File: config.mk
export PLATFORM = sky130hd
export DESIGN_NAME = tagged_comment_hex_line_parser
export DESIGN_NICKNAME = d
export VERILOG_FILES = /design/src/rtl/tchlp_pkg.sv /design/src/rtl/tchlp_step.sv /design/src/rtl/tagged_comment_hex_line_parser.sv
export SDC_FILE = /design/constraint.sdc
export NUM_CORES = 1
export LEC_CHECK = 0
export ABC_CLOCK_PERIOD_IN_PS = 7900
export CAP_MARGIN = 20
export CORE_ASPECT_RATIO = 0.8
export CORE_MARGIN = 1.5
export CORE_UTILIZATION = 30
export CTS_BUF_LIST = sky130_fd_sc_hd__clkbuf_2 sky130_fd_sc_hd__clkbuf_4 sky130_fd_sc_hd__clkbuf_8
export CTS_CLUSTER_DIAMETER = 30
export DETAILED_ROUTE_END_ITERATION = 7
export DONT_BUFFER_PORTS = 1
export PLACE_DENSITY_LB_ADDON = 0.25
export SYNTH_ARGS = -nofsm -noshare
export SYNTH_HDL_FRONTEND = slang
export SYNTH_SLANG_ARGS = --single-unit
File: constraint.sdc
create_clock -name clk -period 7.9 [get_ports clk]
set_clock_uncertainty 0.2 [all_clocks]
set_input_delay 0 -clock clk [delete_from_list [all_inputs] [get_ports clk]]
set_output_delay 0 -clock clk [all_outputs]
set_load 0.01 [all_outputs]
File: src/rtl/tchlp_pkg.sv
// Package for the tagged comment hex line parser.
// Holds the parse state and result types, command codes, tag text and hex helpers.
// Has no dependencies; every RTL file of the block imports it.
package tchlp_pkg;

	typedef enum logic [2:0] {
		MODE_IDLE,
		MODE_HEADER,
		MODE_FRAME,
		MODE_CONT,
		MODE_DONE
	} mode_t;

	localparam logic [1:0] CMD_CHAR = 2'd0;
	localparam logic [1:0] CMD_EOL  = 2'd1;
	localparam logic [1:0] CMD_SRST = 2'd2;

	localparam logic [2:0] TAG_LEN    = 3'd5;
	localparam logic [2:0] TAG_FAILED = 3'd6;
	localparam logic [7:0] FIELD_NONE = 8'd255;

	typedef struct packed {
		mode_t       mode;
		logic [2:0]  tag_pos;
		logic [7:0]  field_idx;
		logic [3:0]  high_nib;
		logic        nib_pend;
		logic [15:0] width;
		logic [15:0] height;
		logic [15:0] frames;
		logic        kf;
		logic        buf_ne;
	} parse_state_t;

	typedef struct packed {
		logic        byte_valid;
		logic [7:0]  data_byte;
		logic        frame_start;
		logic        line_end;
		logic        line_had_data;
		logic [15:0] header_width;
		logic [15:0] header_height;
		logic [15:0] header_frames;
		logic        keyframe;
		logic        stream_ended;
	} result_t;

	function automatic logic [7:0] tag_char(input logic [2:0] pos);
		logic [7:0] c;
		case (pos)
			3'd0: c = 8'h4D;
			3'd1: c = 8'h53;
			3'd2: c = 8'h49;
			3'd3: c = 8'h4D;
			3'd4: c = 8'h3A;
			default: c = 8'h00;
		endcase
		return c;
	endfunction

	function automatic logic is_hex(input logic [7:0] c);
		return (c >= 8'h30 && c <= 8'h39) || (c >= 8'h41 && c <= 8'h46) ||
			(c >= 8'h61 && c <= 8'h66);
	endfunction

	function automatic logic [3:0] hex_value(input logic [7:0] c);
		logic [7:0] v;
		if (c >= 8'h30 && c <= 8'h39) begin
			v = c - 8'h30;
		end else if (c >= 8'h41 && c <= 8'h46) begin
			v = c - 8'h37;
		end else if (c >= 8'h61 && c <= 8'h66) begin
			v = c - 8'h57;
		end else begin
			v = 8'h00;
		end
		return v[3:0];
	endfunction

endpackage

File: src/rtl/tchlp_step.sv
// Next-state and result logic for one parser word.
// Depends on tchlp_pkg for the state and result types and the hex helpers.
module tchlp_step
	import tchlp_pkg::*;
(
	input  parse_state_t cur,
	input  logic [1:0]   cmd,
	input  logic [7:0]   ch,
	output parse_state_t nxt,
	output result_t      res
);

	logic       bvalid;
	logic [7:0] bval;
	logic       fstart;
	logic       lend;
	logic       had;
	logic       is_blank;

	assign is_blank = (ch == 8'h3B) || (ch == 8'h20) || (ch == 8'h09);

	always_comb begin
		nxt    = cur;
		bvalid = 1'b0;
		bval   = 8'h00;
		fstart = 1'b0;
		lend   = 1'b0;
		had    = 1'b0;
		case (cmd)
			CMD_CHAR: begin
				case (cur.mode)
					MODE_IDLE: begin
						if (cur.tag_pos == 3'd0 && is_blank) begin
							nxt = cur;
						end else if (cur.tag_pos < TAG_LEN) begin
							if (ch == tag_char(cur.tag_pos)) begin
								nxt.tag_pos = cur.tag_pos + 3'd1;
								if (cur.tag_pos + 3'd1 == TAG_LEN) begin
									nxt.field_idx = 8'd0;
								end
							end else begin
								nxt.tag_pos = TAG_FAILED;
							end
						end else if (cur.tag_pos == TAG_LEN) begin
							case (ch)
								8'h48, 8'h68: begin
									nxt.mode      = MODE_HEADER;
									nxt.field_idx = FIELD_NONE;
									nxt.width     = 16'd0;
									nxt.height    = 16'd0;
									nxt.frames    = 16'd0;
								end
								8'h46, 8'h66, 8'h4B, 8'h6B: begin
									nxt.mode      = MODE_FRAME;
									nxt.field_idx = FIELD_NONE;
									nxt.kf        = (ch == 8'h4B) || (ch == 8'h6B);
									nxt.buf_ne    = 1'b0;
									nxt.nib_pend  = 1'b0;
									fstart        = 1'b1;
								end
								8'h43, 8'h63: begin
									nxt.mode      = MODE_CONT;
									nxt.field_idx = 8'd0;
									nxt.nib_pend  = 1'b0;
								end
								8'h45, 8'h65: begin
									nxt.mode = MODE_DONE;
								end
								default: begin
									nxt.mode    = MODE_IDLE;
									nxt.tag_pos = 3'd0;
								end
							endcase
						end
					end
					MODE_HEADER: begin
						if (ch == 8'h3A) begin
							nxt.field_idx = cur.field_idx + 8'd1;
						end else if (is_hex(ch)) begin
							if (cur.field_idx == 8'd0) begin
								nxt.width = {cur.width[11:0], hex_value(ch)};
							end else if (cur.field_idx == 8'd1) begin
								nxt.height = {cur.height[11:0], hex_value(ch)};
							end else if (cur.field_idx == 8'd2) begin
								nxt.frames = {cur.frames[11:0], hex_value(ch)};
							end
						end
					end
					MODE_FRAME, MODE_CONT: begin
						if (ch == 8'h3A) begin
							nxt.field_idx = cur.field_idx + 8'd1;
							nxt.nib_pend  = 1'b0;
						end else if ((cur.mode == MODE_CONT || cur.field_idx != 8'd0) &&
							is_hex(ch)) begin
							if (!cur.nib_pend) begin
								nxt.high_nib = hex_value(ch);
								nxt.nib_pend = 1'b1;
							end else begin
								bvalid       = 1'b1;
								bval         = {cur.high_nib, hex_value(ch)};
								nxt.nib_pend = 1'b0;
								nxt.buf_ne   = 1'b1;
							end
						end
					end
					default: begin
						nxt = cur;
					end
				endcase
			end
			CMD_EOL: begin
				lend = 1'b1;
				if (cur.mode == MODE_HEADER) begin
					had = 1'b1;
				end else if (cur.mode == MODE_FRAME || cur.mode == MODE_CONT) begin
					had = cur.buf_ne;
				end
				nxt.mode      = MODE_IDLE;
				nxt.tag_pos   = 3'd0;
				nxt.field_idx = 8'd0;
				nxt.nib_pend  = 1'b0;
			end
			CMD_SRST: begin
				nxt = '{mode: MODE_IDLE, default: '0};
			end
			default: begin
				nxt = cur;
			end
		endcase
	end

	always_comb begin
		res.byte_valid    = bvalid;
		res.data_byte     = bval;
		res.frame_start   = fstart;
		res.line_end      = lend;
		res.line_had_data = had;
		res.header_width  = nxt.width;
		res.header_height = nxt.height;
		res.header_frames = nxt.frames;
		res.keyframe      = nxt.kf;
		res.stream_ended  = (nxt.mode == MODE_DONE);
	end

endmodule

File: src/rtl/tagged_comment_hex_line_parser.sv
// Tagged comment hex line parser, top level: input register, parse state and result register.
// Depends on tchlp_pkg and tchlp_step.
// An accepted word is held in the input register, then goes through the parse step into the result register.
// Throughput: one word per cycle while the master side does not stall it through m_tready.
// Reset: arst_n clears the parse state and both stage valid flags at once.
module tagged_comment_hex_line_parser
	import tchlp_pkg::*;
(
	input  logic        clk,
	input  logic        arst_n,
	input  logic        s_tvalid,
	output logic        s_tready,
	input  logic [7:0]  s_tdata,  // [7:0] ch
	input  logic [1:0]  s_tuser,  // [1:0] cmd
	output logic        m_tvalid,
	input  logic        m_tready,
	output logic [63:0] m_tdata,  // [7:0] data_byte, [8] frame_start, [9] line_had_data,
	                              // [25:10] header_width, [41:26] header_height,
	                              // [57:42] header_frames, [58] keyframe, [59] stream_ended
	output logic        m_tuser,  // [0] byte_valid
	output logic        m_tlast   // line_end
);

	logic         valid_s1;
	logic [1:0]   cmd_s1;
	logic [7:0]   ch_s1;
	logic         out_valid_q;
	result_t      out_q;
	parse_state_t state_q;
	parse_state_t state_d;
	result_t      res_d;
	logic         advance;

	assign advance  = valid_s1 && (!out_valid_q || m_tready);
	assign s_tready = !valid_s1 || advance;

	tchlp_step u_step (
		.cur (state_q),
		.cmd (cmd_s1),
		.ch  (ch_s1),
		.nxt (state_d),
		.res (res_d)
	);

	always_ff @(posedge clk or negedge arst_n) begin
		if (!arst_n) begin
			valid_s1 <= 1'b0;
		end else if (s_tready) begin
			valid_s1 <= s_tvalid;
		end
	end

	always_ff @(posedge clk) begin
		if (s_tvalid && s_tready) begin
			cmd_s1 <= s_tuser;
			ch_s1  <= s_tdata;
		end
	end

	always_ff @(posedge clk or negedge arst_n) begin
		if (!arst_n) begin
			state_q     <= '{mode: MODE_IDLE, default: '0};
			out_valid_q <= 1'b0;
		end else begin
			if (advance) begin
				state_q <= state_d;
			end
			if (!out_valid_q || m_tready) begin
				out_valid_q <= valid_s1;
			end
		end
	end

	always_ff @(posedge clk) begin
		if (advance) begin
			out_q <= res_d;
		end
	end

	assign m_tvalid = out_valid_q;
	assign m_tuser  = out_q.byte_valid;
	assign m_tlast  = out_q.line_end;
	assign m_tdata  = {4'd0, out_q.stream_ended, out_q.keyframe, out_q.header_frames,
		out_q.header_height, out_q.header_width, out_q.line_had_data,
		out_q.frame_start, out_q.data_byte};

	a_tag_pos_range: assert property (@(posedge clk) disable iff (!arst_n)
		state_q.tag_pos != 3'd7)
		else $error("Tag position holds an unused code.");

	a_byte_marks_buffer: assert property (@(posedge clk) disable iff (!arst_n)
		out_valid_q && out_q.byte_valid |-> state_q.buf_ne)
		else $error("A byte was emitted without the buffer being marked non-empty.");

	a_frame_start_mode: assert property (@(posedge clk) disable iff (!arst_n)
		out_valid_q && out_q.frame_start |-> state_q.mode == MODE_FRAME)
		else $error("A frame start was reported outside frame mode.");

	a_nibble_mode: assert property (@(posedge clk) disable iff (!arst_n)
		state_q.nib_pend |-> (state_q.mode == MODE_FRAME || state_q.mode == MODE_CONT))
		else $error("A nibble is pending outside a data line.");

	a_ended_matches_mode: assert property (@(posedge clk) disable iff (!arst_n)
		out_valid_q |-> out_q.stream_ended == (state_q.mode == MODE_DONE))
		else $error("The end flag disagrees with the parse mode.");

endmodule
==> flow_metrics.env <==
export IMPL_drtIter0Drc=469
export IMPL_relSlewSlack_pct=31.66
export IMPL_rsz0062_at_grt="false"
export IMPL_syn_avg_cell_area_sq_um=11.57
export IMPL_setup_tns_ps=0
export IMPL_vias=5267
export IMPL_core_sq_um=23520
export IMPL_critPathMaxFanout=16
export IMPL_drcViolationCount=0
export IMPL_grt_pass1_wl_um=28280
export IMPL_start_kind="register"
export IMPL_tightest_slew_ps=1020
export IMPL_track_usage_pct=14.76
export IMPL_rows=50
export IMPL_drive_gt1_share_pct=11.89
export IMPL_crit_required_ps=8050
export IMPL_endpoint_kind="register"
export IMPL_startpoint="ch_s1[3]$_DFFE_PP_"
export IMPL_clk_path_buf_depth=2
export IMPL_cts_tree="built"
export IMPL_cts_max_level=4
export IMPL_ys_warn_count=0
export IMPL_synth_top_area_share_pct=29.95
export IMPL_portBuffers=0
export IMPL_nNetsFinal=675
export IMPL_fill_cells=2384
export IMPL_start_util_pct=30.69
export IMPL_grt_max_degree=79
export IMPL_syn_inst=624
export IMPL_ys_ff_latch=143
export IMPL_cellPowerDensity_nw_per_um2=200.2
export IMPL_die_height_um=141.8
export IMPL_synth_ff_type="edfxtp_1"
export IMPL_final_cells=968
export IMPL_cap_violations=0
export IMPL_cts_root_buf="clkbuf_8"
export IMPL_min_from="m_tready"
export IMPL_area_growth_pct=13.78
export IMPL_crit_type="register to register"
export IMPL_grt_antenna_before_repair=0
export IMPL_synth_commonest_cells="75 x a22o_1, 72 x edfxtp_1, 71 x dfrtp_1"
export IMPL_fin_crit_sh_pct=45.04
export IMPL_outcome="finished, final reports clean"
export IMPL_clock_sinks=143
export IMPL_r2r_start="ch_s1[3]$_DFFE_PP_"
export IMPL_total_power_mw=1.644
export IMPL_setup_violations=0
export IMPL_worstHoldPathType="input port to register"
export IMPL_first_pass_iters=5
export IMPL_final_area_sq_um=8214
export IMPL_synth_cell_types=84
export IMPL_die_area_sq_um=25010
export IMPL_placedCellCount=909
export IMPL_ant_nets=0
export IMPL_synthArstFlopShare_pct=49.65
export IMPL_hpwl_um=12150
export IMPL_avgRoutedWirePerCell_um=18.37
export IMPL_placed_cell_area_sq_um=7486
export IMPL_max_freq_mhz=281.0
export IMPL_post_cts_repair_setup_buffers=0
export IMPL_antennaDiodeCount=0
export IMPL_cts_made_buffers=17
export IMPL_wl_um=17780
export IMPL_synth_seq_area_share_pct=54.56
export IMPL_cp_data_arrival_time_ps=3710
export IMPL_hold_viol_final=0
export IMPL_yosysTopAreaCell="edfxtp_1"
export IMPL_drv_slew=0
export IMPL_yosys_cell_count_top_type="a22o_1"
export IMPL_syn_cell_area_sq_um=7219
export IMPL_gp_congestion=0.8624
export IMPL_ios=82
export IMPL_p_leak_nw=3.145
export IMPL_drt_vias_per_instance=5.441
export IMPL_ir_drop_uv=86.94
export IMPL_die_x_um=176.4
export IMPL_clk_latency_ps=470
export IMPL_period_needed_ps=3559
export IMPL_grt_overflow_total=0
export IMPL_synth_top_cells_by_area="edfxtp_1 30%, dfrtp_1 25%, a22o_1 9.1%"
export IMPL_synth_edff_count=72
export IMPL_grt_pass1_vias=4965
export IMPL_clk_pin_slew_ps=100
## path summary, 6_finish.rpt
check / endpoint / slack, ps / depth (start not counted)
setup / recovery: state_q[8]$_DFFE_PN0P_ / 4340 / 6
hold / removal: m_tvalid$_DFFE_PN0P_ / 70 / 3
setup reg to reg: state_q[8]$_DFFE_PN0P_ / 4340 / 6
hold reg to reg: state_q[53]$_DFFE_PN0P_ / 300 / 1
max in group asynchronous: state_q[54]$_DFFE_PN0P_ / 6670 / 4
min in group asynchronous: state_q[28]$_DFFE_PN0P_ / 520 / 4
## cell families after synthesis
kind of cell    after synthesis  synth area share, %
fa+ha+maj                    18                3.120
other cells                   1              0.05194
flops                       143                54.56
xor+xnor                      3               0.3640
compound gates              205                21.70
mux                          12                1.837
simple gates                173                14.07
buf+inv                      69                4.298
## critical path, stage by stage, from the launching register on
cell	delay, ps
edfxtp_1	660
nor4b_2	650
and4b_1	300
o21ai_1	180
a211oi_1	630
o21ai_1	470
a22o_1	360
## routing by layer
layer,routed length (um),global-route usage (%)
met5,0,0
met4,370,5.397
met3,1049,3.885
met2,7853,21.99
met1,8508,20.55
## state kept, by name, indices dropped and copies added, names as in the netlist
register  cells
state_q      69
m_tdata      60
ch_s1         8
cmd_s1        2
m_tlast       1
m_tuser       1
m_tvalid      1
valid_s1      1
## cells in the final DEF (no fill, tap or decap), drive strengths merged, types with 10 or more instances in the layout
cell         netlist  routed
a21oi             23      23
a22o              75      75
and2              10      10
clkbuf            21      17
dfrtp             71      71
dlygate4sd3        0      25
edfxtp            72      72
ha                18      18
inv               33      39
nand2             24      24
nand2b            11      11
nand3             19      19
nand4             10      10
nor2              34      34
nor3              11      11
o21ai             30      30
o22ai             14      14
## where the power goes
| group | switching (mW) | leakage [nW] | internal, mW |
|---|---|---|---|
| registers | 0.0496 | 1.69 | 0.826 |
| logic | 0.108 | 1.24 | 0.0629 |
| clock network | 0.353 | 0.211 | 0.244 |
## final cells by class
class	instances	area [sq um]	share of cell area, %
inverter	33	123.9	1.508
sequential	143	3939	47.95
timing repair buffer	33	350.3	4.265
tap	312	390.4	4.752
clock buffer	17	234.0	2.848
multi-input combinational	415	2988	36.37
clock inverter	15	188.9	2.300
## stage by stage
stage / hold WS [ps] / setup slack, ps / utilization [%]
floorplan: -495.6 / 4401 / -
global placement: -491.4 / 4517 / 31.82
detailed placement: -491.2 / 4449 / 31.82
CTS: 36.24 / 4423 / 34.92
global route: 45.73 / 4111 / 34.92
finish: 68.62 / 4341 / 34.92
## what timing repair did
action / 4_1_cts / 5_1_grt
endpoints found under the setup margin: 0 / 0
hold buffers: 27 / 0
endpoints found under the hold margin: 94 / 0
resized for setup: 0 / 0
(Power assumes the default switching activity.)
